===== src/design/tcf2ieee_pkg.sv =====
// ============================================================================
// tcf2ieee_pkg
// Shared constants, pipeline stage types and a helper function for the
// legacy two's complement float to IEEE 754 single precision converter.
// ============================================================================
package tcf2ieee_pkg;

    // Field widths of the legacy word and of the IEEE result.
    localparam int WordW  = 32;
    localparam int MantW  = 22;
    localparam int ExpW   = 9;
    localparam int ShiftW = 5;
    // Normalized exponent can go below zero, so it carries one extra sign bit.
    localparam int ExpNW  = ExpW + 1;

    // Exponent thresholds of the legacy format.
    localparam logic signed [ExpNW-1:0] ExpHigh   = 10'sd384;
    localparam logic signed [ExpNW-1:0] ExpLow    = 10'sd108;
    localparam logic signed [ExpNW-1:0] ExpNormal = 10'sd130;
    localparam logic signed [ExpNW-1:0] ExpExact  = 10'sd129;

    // IEEE exponent field of an infinity.
    localparam logic [7:0] IeeeExpInf = 8'hff;

    // Stage 1: sign split and magnitude.
    typedef struct packed {
        logic             sign;
        logic [ExpW-1:0]  expo;
        logic [MantW-1:0] mant;
        logic             last;
    } mag_stage_t;

    // Stage 2: leading zero count of the mantissa.
    typedef struct packed {
        logic              sign;
        logic [ExpW-1:0]   expo;
        logic [MantW-1:0]  mant;
        logic [ShiftW-1:0] lz;
        logic              zero;
        logic              last;
    } lzc_stage_t;

    // Stage 3: normalized mantissa and exponent.
    typedef struct packed {
        logic                    sign;
        logic signed [ExpNW-1:0] expo;
        logic [MantW-1:0]        mant;
        logic                    zero;
        logic                    last;
    } norm_stage_t;

    // Count of zero bits above the highest set bit of a nonzero mantissa.
    function automatic logic [ShiftW-1:0] lead_zeros(input logic [MantW-1:0] m);
        logic [ShiftW-1:0] n;
        n = '0;
        for (int i = 0; i < MantW; i++) begin
            if (m[i]) begin
                n = ShiftW'(MantW - 1 - i);
            end
        end
        return n;
    endfunction

endpackage


===== src/design/twos_complement_float_to_ieee_single_top.sv =====
// ============================================================================
// twos_complement_float_to_ieee_single_top
// Converts a stream of 32-bit legacy floats (two's complement by sign, 9-bit
// exponent, 22-bit mantissa with no hidden bit) to IEEE 754 single words.
// ============================================================================
// Usage:
//   The slave channel (s_tvalid, s_tready, s_tdata, s_tlast) takes one legacy
//   word per transfer; the master channel (m_tvalid, m_tready, m_tdata,
//   m_tlast) returns one IEEE single word per transfer, in input order, with
//   tlast copied from the matching input.
//   The converter is a four stage pipeline: magnitude, leading zero count,
//   normalize, classify and pack. Each word is registered in every stage in
//   turn and appears on the master side from the output register, and one
//   word is taken every cycle while the receiver keeps m_tready high.
//   Each stage holds a valid bit and loads whenever it is empty or the stage
//   after it moves on, so a stall of m_tready fills the empty stages first
//   and s_tready drops only when all four hold a word; nothing is dropped or
//   repeated.
//   aresetn is synchronous and active low; it empties the pipeline. The
//   mantissa is truncated, large exponents give a signed infinity and small
//   ones a signed zero.
// ============================================================================
module twos_complement_float_to_ieee_single_top (
    input  logic                       aclk,
    input  logic                       aresetn,
    // Slave side
    input  logic                       s_tvalid,
    output logic                       s_tready,
    input  logic [tcf2ieee_pkg::WordW-1:0] s_tdata,  // [31:0] legacy_word
    input  logic                       s_tlast,      // block_end
    // Master side
    output logic                       m_tvalid,
    input  logic                       m_tready,
    output logic [tcf2ieee_pkg::WordW-1:0] m_tdata,  // [31:0] ieee_word
    output logic                       m_tlast       // block_end_out
);
    import tcf2ieee_pkg::*;

    // Stage valid bits and payload registers.
    logic v1_reg, v2_reg, v3_reg, v4_reg;
    mag_stage_t  st1_reg, st1_next;
    lzc_stage_t  st2_reg, st2_next;
    norm_stage_t st3_reg, st3_next;
    logic [WordW-1:0] out_reg, out_next;
    logic             out_last_reg;

    // A stage may load when it is empty or its content moves on this cycle.
    logic rdy1, rdy2, rdy3, rdy4;
    assign rdy4 = !v4_reg || m_tready;
    assign rdy3 = !v3_reg || rdy4;
    assign rdy2 = !v2_reg || rdy3;
    assign rdy1 = !v1_reg || rdy2;
    assign s_tready = rdy1;

    // Stage 1: take the sign and negate negative words to their magnitude.
    logic [WordW-1:0] mag;
    always_comb begin
        mag = s_tdata[WordW-1] ? (WordW'(0) - s_tdata) : s_tdata;
        st1_next.sign = s_tdata[WordW-1];
        st1_next.expo = mag[MantW +: ExpW];
        st1_next.mant = mag[MantW-1:0];
        st1_next.last = s_tlast;
    end

    // Stage 2: count the leading zeros of the mantissa.
    always_comb begin
        st2_next.sign = st1_reg.sign;
        st2_next.expo = st1_reg.expo;
        st2_next.mant = st1_reg.mant;
        st2_next.lz   = lead_zeros(st1_reg.mant);
        st2_next.zero = (st1_reg.mant == '0);
        st2_next.last = st1_reg.last;
    end

    // Stage 3: shift the mantissa up and lower the exponent by the same count.
    always_comb begin
        st3_next.sign = st2_reg.sign;
        st3_next.expo = $signed({1'b0, st2_reg.expo})
                      - $signed({{(ExpNW-ShiftW){1'b0}}, st2_reg.lz});
        st3_next.mant = st2_reg.mant << st2_reg.lz;
        st3_next.zero = st2_reg.zero;
        st3_next.last = st2_reg.last;
    end

    // Stage 4: classify the exponent and pack the IEEE word.
    logic [ExpNW-1:0]  biased;
    logic [ExpNW-1:0]  sub_diff;
    logic [ShiftW-1:0] sub_sh;
    always_comb begin
        biased   = st3_reg.expo - ExpNormal;
        sub_diff = ExpExact - st3_reg.expo;
        sub_sh   = sub_diff[ShiftW-1:0];
        out_next = {st3_reg.sign, {(WordW-1){1'b0}}};
        if (st3_reg.zero || st3_reg.expo < ExpLow) begin
            out_next = {st3_reg.sign, {(WordW-1){1'b0}}};
        end else if (st3_reg.expo > ExpHigh) begin
            out_next = {st3_reg.sign, IeeeExpInf, 23'd0};
        end else if (st3_reg.expo > ExpNormal) begin
            out_next = {st3_reg.sign, biased[7:0], st3_reg.mant[MantW-2:0], 2'b00};
        end else if (st3_reg.expo == ExpNormal) begin
            out_next = {st3_reg.sign, 8'd0, st3_reg.mant, 1'b0};
        end else if (st3_reg.expo == ExpExact) begin
            out_next = {st3_reg.sign, 9'd0, st3_reg.mant};
        end else begin
            out_next = {st3_reg.sign, 9'd0, st3_reg.mant >> sub_sh};
        end
    end

    // Valid bits follow the loads of each stage.
    always_ff @(posedge aclk) begin
        if (!aresetn) begin
            v1_reg <= 1'b0;
            v2_reg <= 1'b0;
            v3_reg <= 1'b0;
            v4_reg <= 1'b0;
        end else begin
            if (rdy1) v1_reg <= s_tvalid;
            if (rdy2) v2_reg <= v1_reg;
            if (rdy3) v3_reg <= v2_reg;
            if (rdy4) v4_reg <= v3_reg;
        end
    end

    // Payload registers load together with a valid word from the stage before.
    always_ff @(posedge aclk) begin
        if (rdy1 && s_tvalid) st1_reg <= st1_next;
        if (rdy2 && v1_reg)   st2_reg <= st2_next;
        if (rdy3 && v2_reg)   st3_reg <= st3_next;
        if (rdy4 && v3_reg) begin
            out_reg      <= out_next;
            out_last_reg <= st3_reg.last;
        end
    end

    assign m_tvalid = v4_reg;
    assign m_tdata  = out_reg;
    assign m_tlast  = out_last_reg;

endmodule

===== config.mk =====
export PLATFORM = sky130hd
export DESIGN_NAME = twos_complement_float_to_ieee_single_top
export DESIGN_NICKNAME = d
export VERILOG_FILES = /design/src/design/tcf2ieee_pkg.sv /design/src/design/twos_complement_float_to_ieee_single_top.sv
export SDC_FILE = /design/constraint.sdc
export NUM_CORES = 1
export LEC_CHECK = 0
export BUFFER_PORTS_ARGS = -buffer_cell sky130_fd_sc_hd__buf_2
export CAP_MARGIN = 20
export CORE_MARGIN = 8
export CORE_UTILIZATION = 50
export DETAILED_ROUTE_END_ITERATION = 8
export PLACE_DENSITY = 0.78
export SETUP_SLACK_MARGIN = 0.4
export SLEW_MARGIN = 10
export SYNTH_ARGS = -nofsm -noshare
export SYNTH_HDL_FRONTEND = slang
export SYNTH_SLANG_ARGS = --single-unit
export TNS_END_PERCENT = 30

===== constraint.sdc =====
create_clock -name aclk -period 4.26 [get_ports aclk]
set_input_delay 0.426 -clock aclk [delete_from_list [all_inputs] [get_ports aclk]]
set_output_delay 0.426 -clock aclk [all_outputs]
set_load 0.03 [all_outputs]

Word-level counts from Yosys, hierarchy flattened
Cells that the tools add are included.
{ "word_totals": {"output_inout_bits": 35, "reg_bits": 144} }
{ "classes": {"addsub": 4, "n_mux": 26, "magnitude_cmp": 3, "n_eq_ne": 2, "shift": 2, "reduce_logical": 21} }
{ "ops": {"columns": ["cell", "n"], "rows": [
  ["2-to-1 mux 31 bit", 3],
  ["2-to-1 mux 4 bit", 8],
  ["subtractor 1 x 31 -> 31 bit, first input constant", 1],
  ["2-to-1 mux 5 bit", 6],
  ["2-to-1 mux 23 bit", 1],
  ["zero test 22 bit", 1],
  ["2-to-1 mux 22 bit", 1],
  ["left shift 22 x 5 -> 22 bit", 1],
  ["right shift 22 x 5 -> 22 bit", 1],
  ["== test 10 x 9 -> 1 bit, second input constant", 2],
  ["OR reduction 16 bit", 1],
  ["2-to-1 mux 3 bit", 4],
  ["> comparator 10 bit, second input constant", 1],
  ["> comparator 10 x 9 -> 1 bit, second input constant", 1],
  ["less-than comparator 10 x 8 -> 1 bit, second input constant", 1],
  ["subtractor 9 x 5 -> 10 bit", 1],
  ["OR reduction 4 bit", 2],
  ["OR reduction 8 bit", 1],
  ["subtractor 8 bit, second input constant", 1],
  ["logical OR 1 bit", 5],
  ["subtractor 2 x 5 -> 5 bit, first input constant", 1],
  ["logical AND 1 bit", 4],
  ["zero test 1 bit", 4],
  ["2-to-1 mux 2 bit", 2],
  ["other kinds (3)", 4]
]} }

Depth between registers and ports, before layout
Gate-level depths: netlist of the first run.
{ "depth": {"word_depth": 21, "depth_mapped": 13, "ltp_nobuf": 9} }

Worst setup path after synthesis of the first run
No wires, ideal clock.
{ "synth_path": {"kind": "reg2reg", "from": "register v4_reg (netlist: m_tvalid)", "to": "register st2_reg[0] (netlist bit), enable pin", "path_stages_with_launch": 4, "required_time_ps": 3765, "n_path_buf": 0, "arrival_ps": 3698, "setup_slack_ps": 67, "setup_time_ps": 495, "synth_period_minus_slack_ps": 4193, "path_cell_list": "dfxtp_1 > nor2b_1 > and2_0 > a21boi_0"} }
{ "synth_via": {"elab_chain_len": 5} }
{ "synth_rtl": {"columns": ["item", "line", "text"], "rows": [
  ["start, declared", "twos_complement_float_to_ieee_single_top.sv:40", "logic v1_reg, v2_reg, v3_reg, v4_reg;"],
  ["start signal, assigned", "twos_complement_float_to_ieee_single_top.sv:120", "if (rdy4) v4_reg <= v3_reg;"],
  ["zero test 1 bit", "twos_complement_float_to_ieee_single_top.sv:49", "assign rdy4 = !v4_reg || m_tready;"],
  ["logical OR 1 bit", "twos_complement_float_to_ieee_single_top.sv:49", null],
  ["logical OR 1 bit", "twos_complement_float_to_ieee_single_top.sv:50", "assign rdy3 = !v3_reg || rdy4;"],
  ["logical OR 1 bit", "twos_complement_float_to_ieee_single_top.sv:51", "assign rdy2 = !v2_reg || rdy3;"],
  ["logical AND 1 bit", "twos_complement_float_to_ieee_single_top.sv:127", "if (rdy2 && v1_reg) st2_reg <= st2_next;"],
  ["end signal, assigned", "twos_complement_float_to_ieee_single_top.sv:127", null],
  ["end, declared", "twos_complement_float_to_ieee_single_top.sv:42", "lzc_stage_t st2_reg, st2_next;"]
]} }
No other way between the ends.
A chain may end at the register's enable or synchronous reset.

==> results of run 1 <==
routing by layer:
layer / up-vias / GRT usage / routed length (µm)
met5: - / 0 / 0
met4: 0 / 0.0948 / 594
met3: 42 / 0.0396 / 1040
met2: 252 / 0.283 / 8950
met1: 2909 / 0.210 / 7830
li1: 2988 / - / -
layout make-up:
cell class,instances,area (µm²)
clock inverter,12,166
clock buffer,19,433
multi-input combinational,537,4010
timing repair buffer,84,478
fill,1374,6910
tap,220,275
sequential,144,4280
inverter,23,86.3
worst max-delay path, cell delays in order (launching register included):
cell and delay (ns):
edfxtp_1 0.96, inv_1 0.33, ha_1 0.37, nor2b_1 0.12
o21ai_0 0.20, a21boi_0 0.15, o21ai_0 0.25, nand2b_1 0.14
nor4b_1 0.30
path summary, 6_finish.rpt:
check	startpoint	endpoint	slack, ns
worst max-delay path	st2_reg[3]	st3_reg[33]	1.24
worst min-delay path	s_tlast	st1_reg[0]	0.19
worst max register to register	st2_reg[3]	st3_reg[33]	1.24
worst min register to register	st2_reg[0]	st3_reg[0]	0.41
cell usage in the layout (no fill, tap or decap), drive strengths merged, types with 5 or more instances in the layout:
cell      n
a211oi   13
inv      24
nor2b    14
nand2b    7
xnor2    37
o21ai    36
nand3    17
ha        8
buf      84
and4      5
o31ai    12
clkbuf   19
or4       5
nor3     21
o22ai     7
nand2    92
nor4     10
mux2i    17
o211ai   16
and3     14
a21oi    51
edfxtp  140
nor2     54
mux4     43
or3       7
clkinv    6
per-stage QoR:
| stage | cell area (µm²) | total power [µW] | hold WS, ns |
|---|---|---|---|
| 2_1_floorplan | 8530 | 2010 | 0.400 |
| 3_3_place_gp | 9090 | 2120 | 0.401 |
| 3_5_place_dp | 9110 | 2140 | 0.405 |
| 4_1_cts | 9710 | 3660 | 0.165 |
| 5_1_grt | 9730 | 3780 | 0.174 |
| 6_report | 9730 | 3640 | 0.187 |
power breakdown:
part / switching, µW / internal, µW / total [µW]
clock: 549 / 970 / 1520
sequential: 70.4 / 1640 / 1710
combinational: 224 / 182 / 405
total: 843 / 2790 / 3640
cell families after synthesis:
kind of cell	after synthesis	synth area share
buffers and inverters	69	0.0314
muxes	64	0.139
and+or+nand+nor	259	0.145
xor gates and xnor gates	39	0.0401
AOI/OAI and AO/OA	166	0.128
DFF	144	0.502
adders and majority gates	9	0.0141
==> flow_metrics.env, run 1 <==
export IMPL_outcome="finished, final reports clean"
export IMPL_clock_latency_ns=0.42
export IMPL_yosys_top_cells_area="edfxtp_1 (49%), mux4_2 (11%), nand2_1 (4.0%), xnor2_1 (3.8%), a21oi_1 (3.0%)"
export IMPL_coreArea_um2=16600
export IMPL_power_density_nw_per_um2=374
export IMPL_grt_start_max_net_pins=36
export IMPL_synth_cells=750
export IMPL_synthFlopType="edfxtp_1"
export IMPL_place_gp_congestion=0.925
export IMPL_grt_pass1_vias=6055
export IMPL_cts_root_buf="clkbuf_16"
export IMPL_syn_to_final_growth_pct=14.1
export IMPL_die_w_um=147
export IMPL_post_route_util=0.585
export IMPL_grt_use_total=0.174
export IMPL_htree_levels=4
export IMPL_synth_edf_count=140
export IMPL_p_leak_uw=0.00326
export IMPL_wirelength_um=18400
export IMPL_dp_cells=1007
export IMPL_fp_dieH_um=147
export IMPL_largest_register_ffs=39
export IMPL_rows=47
export IMPL_start_kind="flip-flop"
export IMPL_drtAntennaViolNets=0
export IMPL_start_util=0.512
export IMPL_synth_fp_nets=796
export IMPL_yosysMostFrequentCell="edfxtp_1"
export IMPL_max_slew_margin=0.379
export IMPL_vias=6191
export IMPL_grt_pass1_wl_um=30300
export IMPL_synth_top_area_share=0.493
export IMPL_cts_sinks=144
export IMPL_setup_viol=0
export IMPL_finalWorstSetupSlack_ns=1.24
export IMPL_holdPathStages=1
export IMPL_ys_ff_latch=144
export IMPL_period_needed_ns=3.02
export IMPL_avgSynthCellArea_um2=11.4
export IMPL_path_class="flip-flop to flip-flop"
export IMPL_arrival_ns=3.24
export IMPL_reg2regPathDepth=8
export IMPL_seq_area_frac_synth=0.502
export IMPL_skew_ns=0.00804
export IMPL_synthArstFlopShare=0
export IMPL_syn_area_um2=8530
export IMPL_instances_no_fill=1039
export IMPL_cts_resized=0
export IMPL_cp_max_fo=24
export IMPL_min_path_type="primary input to flip-flop"
export IMPL_fmaxAchievable_mhz=331
export IMPL_fin_crit_sh=0.709
export IMPL_worst_pin_slew_ns=0.932
export IMPL_dp_slack_ns=1.21
export IMPL_cts_clk_slew_worst_paths_ns=0.06
export IMPL_drc_errors=0
export IMPL_rsz0062_at_grt="no"
export IMPL_ir_worst_vdd_v=0.000317
export IMPL_tritoncts="yes"
export IMPL_drv_slew=0
export IMPL_via_per_inst=5.96
export IMPL_yosys_top_cells_count="edfxtp_1 (140), nand2_1 (92), nor2_1 (54)"
export IMPL_yosys_area_top_type="edfxtp_1"
export IMPL_antenna_cells=0
export IMPL_die_area_um2=21500
export IMPL_end_kind="flip-flop"
export IMPL_maxCapViolCount=0
export IMPL_hold_violations=0
export IMPL_cts_buffers=17
export IMPL_overflow=0
export IMPL_required_ns=4.48
export IMPL_io_pins=72
export IMPL_antenna_found_initial=0
export IMPL_fin_nets=853
export IMPL_drive_above_1_share=0.208
export IMPL_synth_cell_types=57
export IMPL_first_iter_violations=510
export IMPL_numPortBuffers=71
export IMPL_yosysWarnings=0
export IMPL_wl_per_cell_um=17.7
export IMPL_cts_setup_buffers=0
export IMPL_place_hpwl_um=13400
export IMPL_tns_ns=0
export IMPL_hold_buffers=0
export IMPL_first_pass_iters=5
export IMPL_clockBufferDepth=2
Power figures use the tool's default switching activity.
==> run 2, diff against run 1 <==
- PLACE_DENSITY: 0.78 -> 0.76
- clock period: 4.26 -> 2.9 ns (I/O delays scaled with it)
==> flow_metrics.env, run 2 (synthesized netlist as in run 1, its figures left out) <==
export IMPL_coreArea_um2=16600
export IMPL_wirelength_um=18400
export IMPL_cts_clk_slew_worst_paths_ns=0.06
export IMPL_antenna_found_initial=0
export IMPL_end_kind="flip-flop"
export IMPL_power_density_nw_per_um2=527
export IMPL_wl_met3_um=1030
export IMPL_first_pass_iters=6
export IMPL_drc_errors=0
export IMPL_nFillCells=1316
export IMPL_antenna_cells=0
export IMPL_largest_register_ffs=39
export IMPL_fin_area_um2=9950
export IMPL_clock_latency_ns=0.42
export IMPL_overflow=0
export IMPL_htree_levels=4
export IMPL_cts_buffers=17
export IMPL_start_kind="flip-flop"
export IMPL_fmaxAchievable_mhz=404
export IMPL_clockBufferDepth=2
export IMPL_drv_slew=0
export IMPL_wl_met1_um=7520
export IMPL_hold_violations=0
export IMPL_grt_use_total=0.173
export IMPL_place_hpwl_um=13400
export IMPL_vias=6336
export IMPL_drive_above_1_share=0.240
export IMPL_numPortBuffers=71
export IMPL_routed_wl_met2_um=9010
export IMPL_fin_crit_sh=0.854
export IMPL_min_path_type="primary input to flip-flop"
export IMPL_timing_rr_end="m_tdata[3]"
export IMPL_fin_nets=874
export IMPL_die_w_um=147
export IMPL_outcome="finished, final reports clean"
export IMPL_arrival_ns=2.64
export IMPL_placed_area_um2=9260
export IMPL_die_area_um2=21500
export IMPL_via_per_inst=5.97
export IMPL_maxCapViolCount=0
export IMPL_min_to="st1_reg[0]"
export IMPL_wl_per_cell_um=17.3
export IMPL_cts_sinks=144
export IMPL_skew_ns=0.00856
export IMPL_cts_root_buf="clkbuf_16"
export IMPL_syn_to_final_growth_pct=16.7
export IMPL_worst_pin_slew_ns=1.02
export IMPL_fin_hold_ws_ns=0.0491
export IMPL_dr_max_layer_used="met4"
export IMPL_dp_slack_ns=0.0225
export IMPL_cp_max_fo=28
export IMPL_finalWorstSetupSlack_ns=0.425
export IMPL_period_needed_ns=2.48
export IMPL_start_util=0.512
export IMPL_worstHoldStart="s_tlast"
export IMPL_final_common_cell="edfxtp_1"
export IMPL_grt_pass1_wl_um=30300
export IMPL_first_iter_violations=440
export IMPL_rsz0062_at_grt="yes"
export IMPL_rows=47
export IMPL_hold_buffers=0
export IMPL_p_leak_uw=0.00338
export IMPL_tritoncts="yes"
export IMPL_holdPathStages=1
export IMPL_setup_viol=0
export IMPL_grt_pass1_vias=6141
export IMPL_rrSetupSlack_ns=0.42
export IMPL_reg2regPathDepth=7
export IMPL_fp_dieH_um=147
export IMPL_grt_start_max_net_pins=40
export IMPL_drtAntennaViolNets=0
export IMPL_io_pins=72
export IMPL_required_ns=3.06
export IMPL_timing_rr_start="st3_reg[25]"
export IMPL_ir_worst_vdd_v=0.000443
export IMPL_place_gp_congestion=0.951
export IMPL_final_cell_mix="edfxtp_1 (140), nand2_1 (92), buf_2 (71)"
export IMPL_path_class="flip-flop to flip-flop"
export IMPL_tns_ns=0
export IMPL_max_slew_margin=0.321
## run 2: cell count changes in the layout (fill, tap and decap cells not counted), moves of 2 or more
cell and change:
clkinv_4 +2, clkbuf_8 +2, clkinv_1 -3, bufinv_16 -2
buf_4 +18, clkbuf_1 +2
## run 2: cell type report
type / count / area [µm²] / share of cell area
clock buffer: 23 / 468 / 0.0470
clock inverter: 9 / 109 / 0.0109
inverter: 23 / 86.3 / 0.00867
multi-input combinational: 537 / 4080 / 0.409
sequential: 144 / 4280 / 0.430
tap: 220 / 275 / 0.0277
timing repair buffer: 105 / 656 / 0.0659
## run 2: critical path: stages, from the launching register on
cell,delay [ns]
edfxtp_1,0.51
buf_8,0.27
mux2_2,0.36
a22o_1,0.31
a21oi_1,0.18
a311oi_1,0.07
a311oi_1,0.36
o22ai_1,0.14
## run 2: per-stage QoR
stage,cells,utilization,total power (µW)
2_1_floorplan,750,-,2970
3_3_place_gp,1022,0.557,3140
3_5_place_dp,1022,0.557,3150
4_1_cts,1054,0.592,5260
5_1_grt,1061,0.598,5440
6_report,1061,0.598,5240
## run 2: worst max path at each step
| stage | startpoint | end |
|---|---|---|
| floorplan | m_tvalid | st1_reg[0] |
| global placement | s_tdata[9] | st1_reg[23] |
| detailed placement | s_tdata[9] | st1_reg[23] |
| CTS | st3_reg[25] | m_tdata[4] |
| global route | st3_reg[25] | m_tdata[13] |
| finish | st3_reg[25] | m_tdata[3] |
## run 2: repair_timing
item	in CTS	in global routing
resized for setup	2	10
pin swaps	0	1
endpoints found under the setup margin	8	30
buffers inserted	0	7
## run 2: routing by layer
layer	global-route usage	vias up
met5	0	-
met4	0.109	0
met3	0.0408	67
met2	0.287	250
met1	0.200	2980
li1	-	3039
## run 2: report_power, final
group	switching [µW]	leakage [µW]	internal [µW]
Clock	787	0.000281	1310
Sequential	94.3	0.00131	2410
Combinational	347	0.00179	293
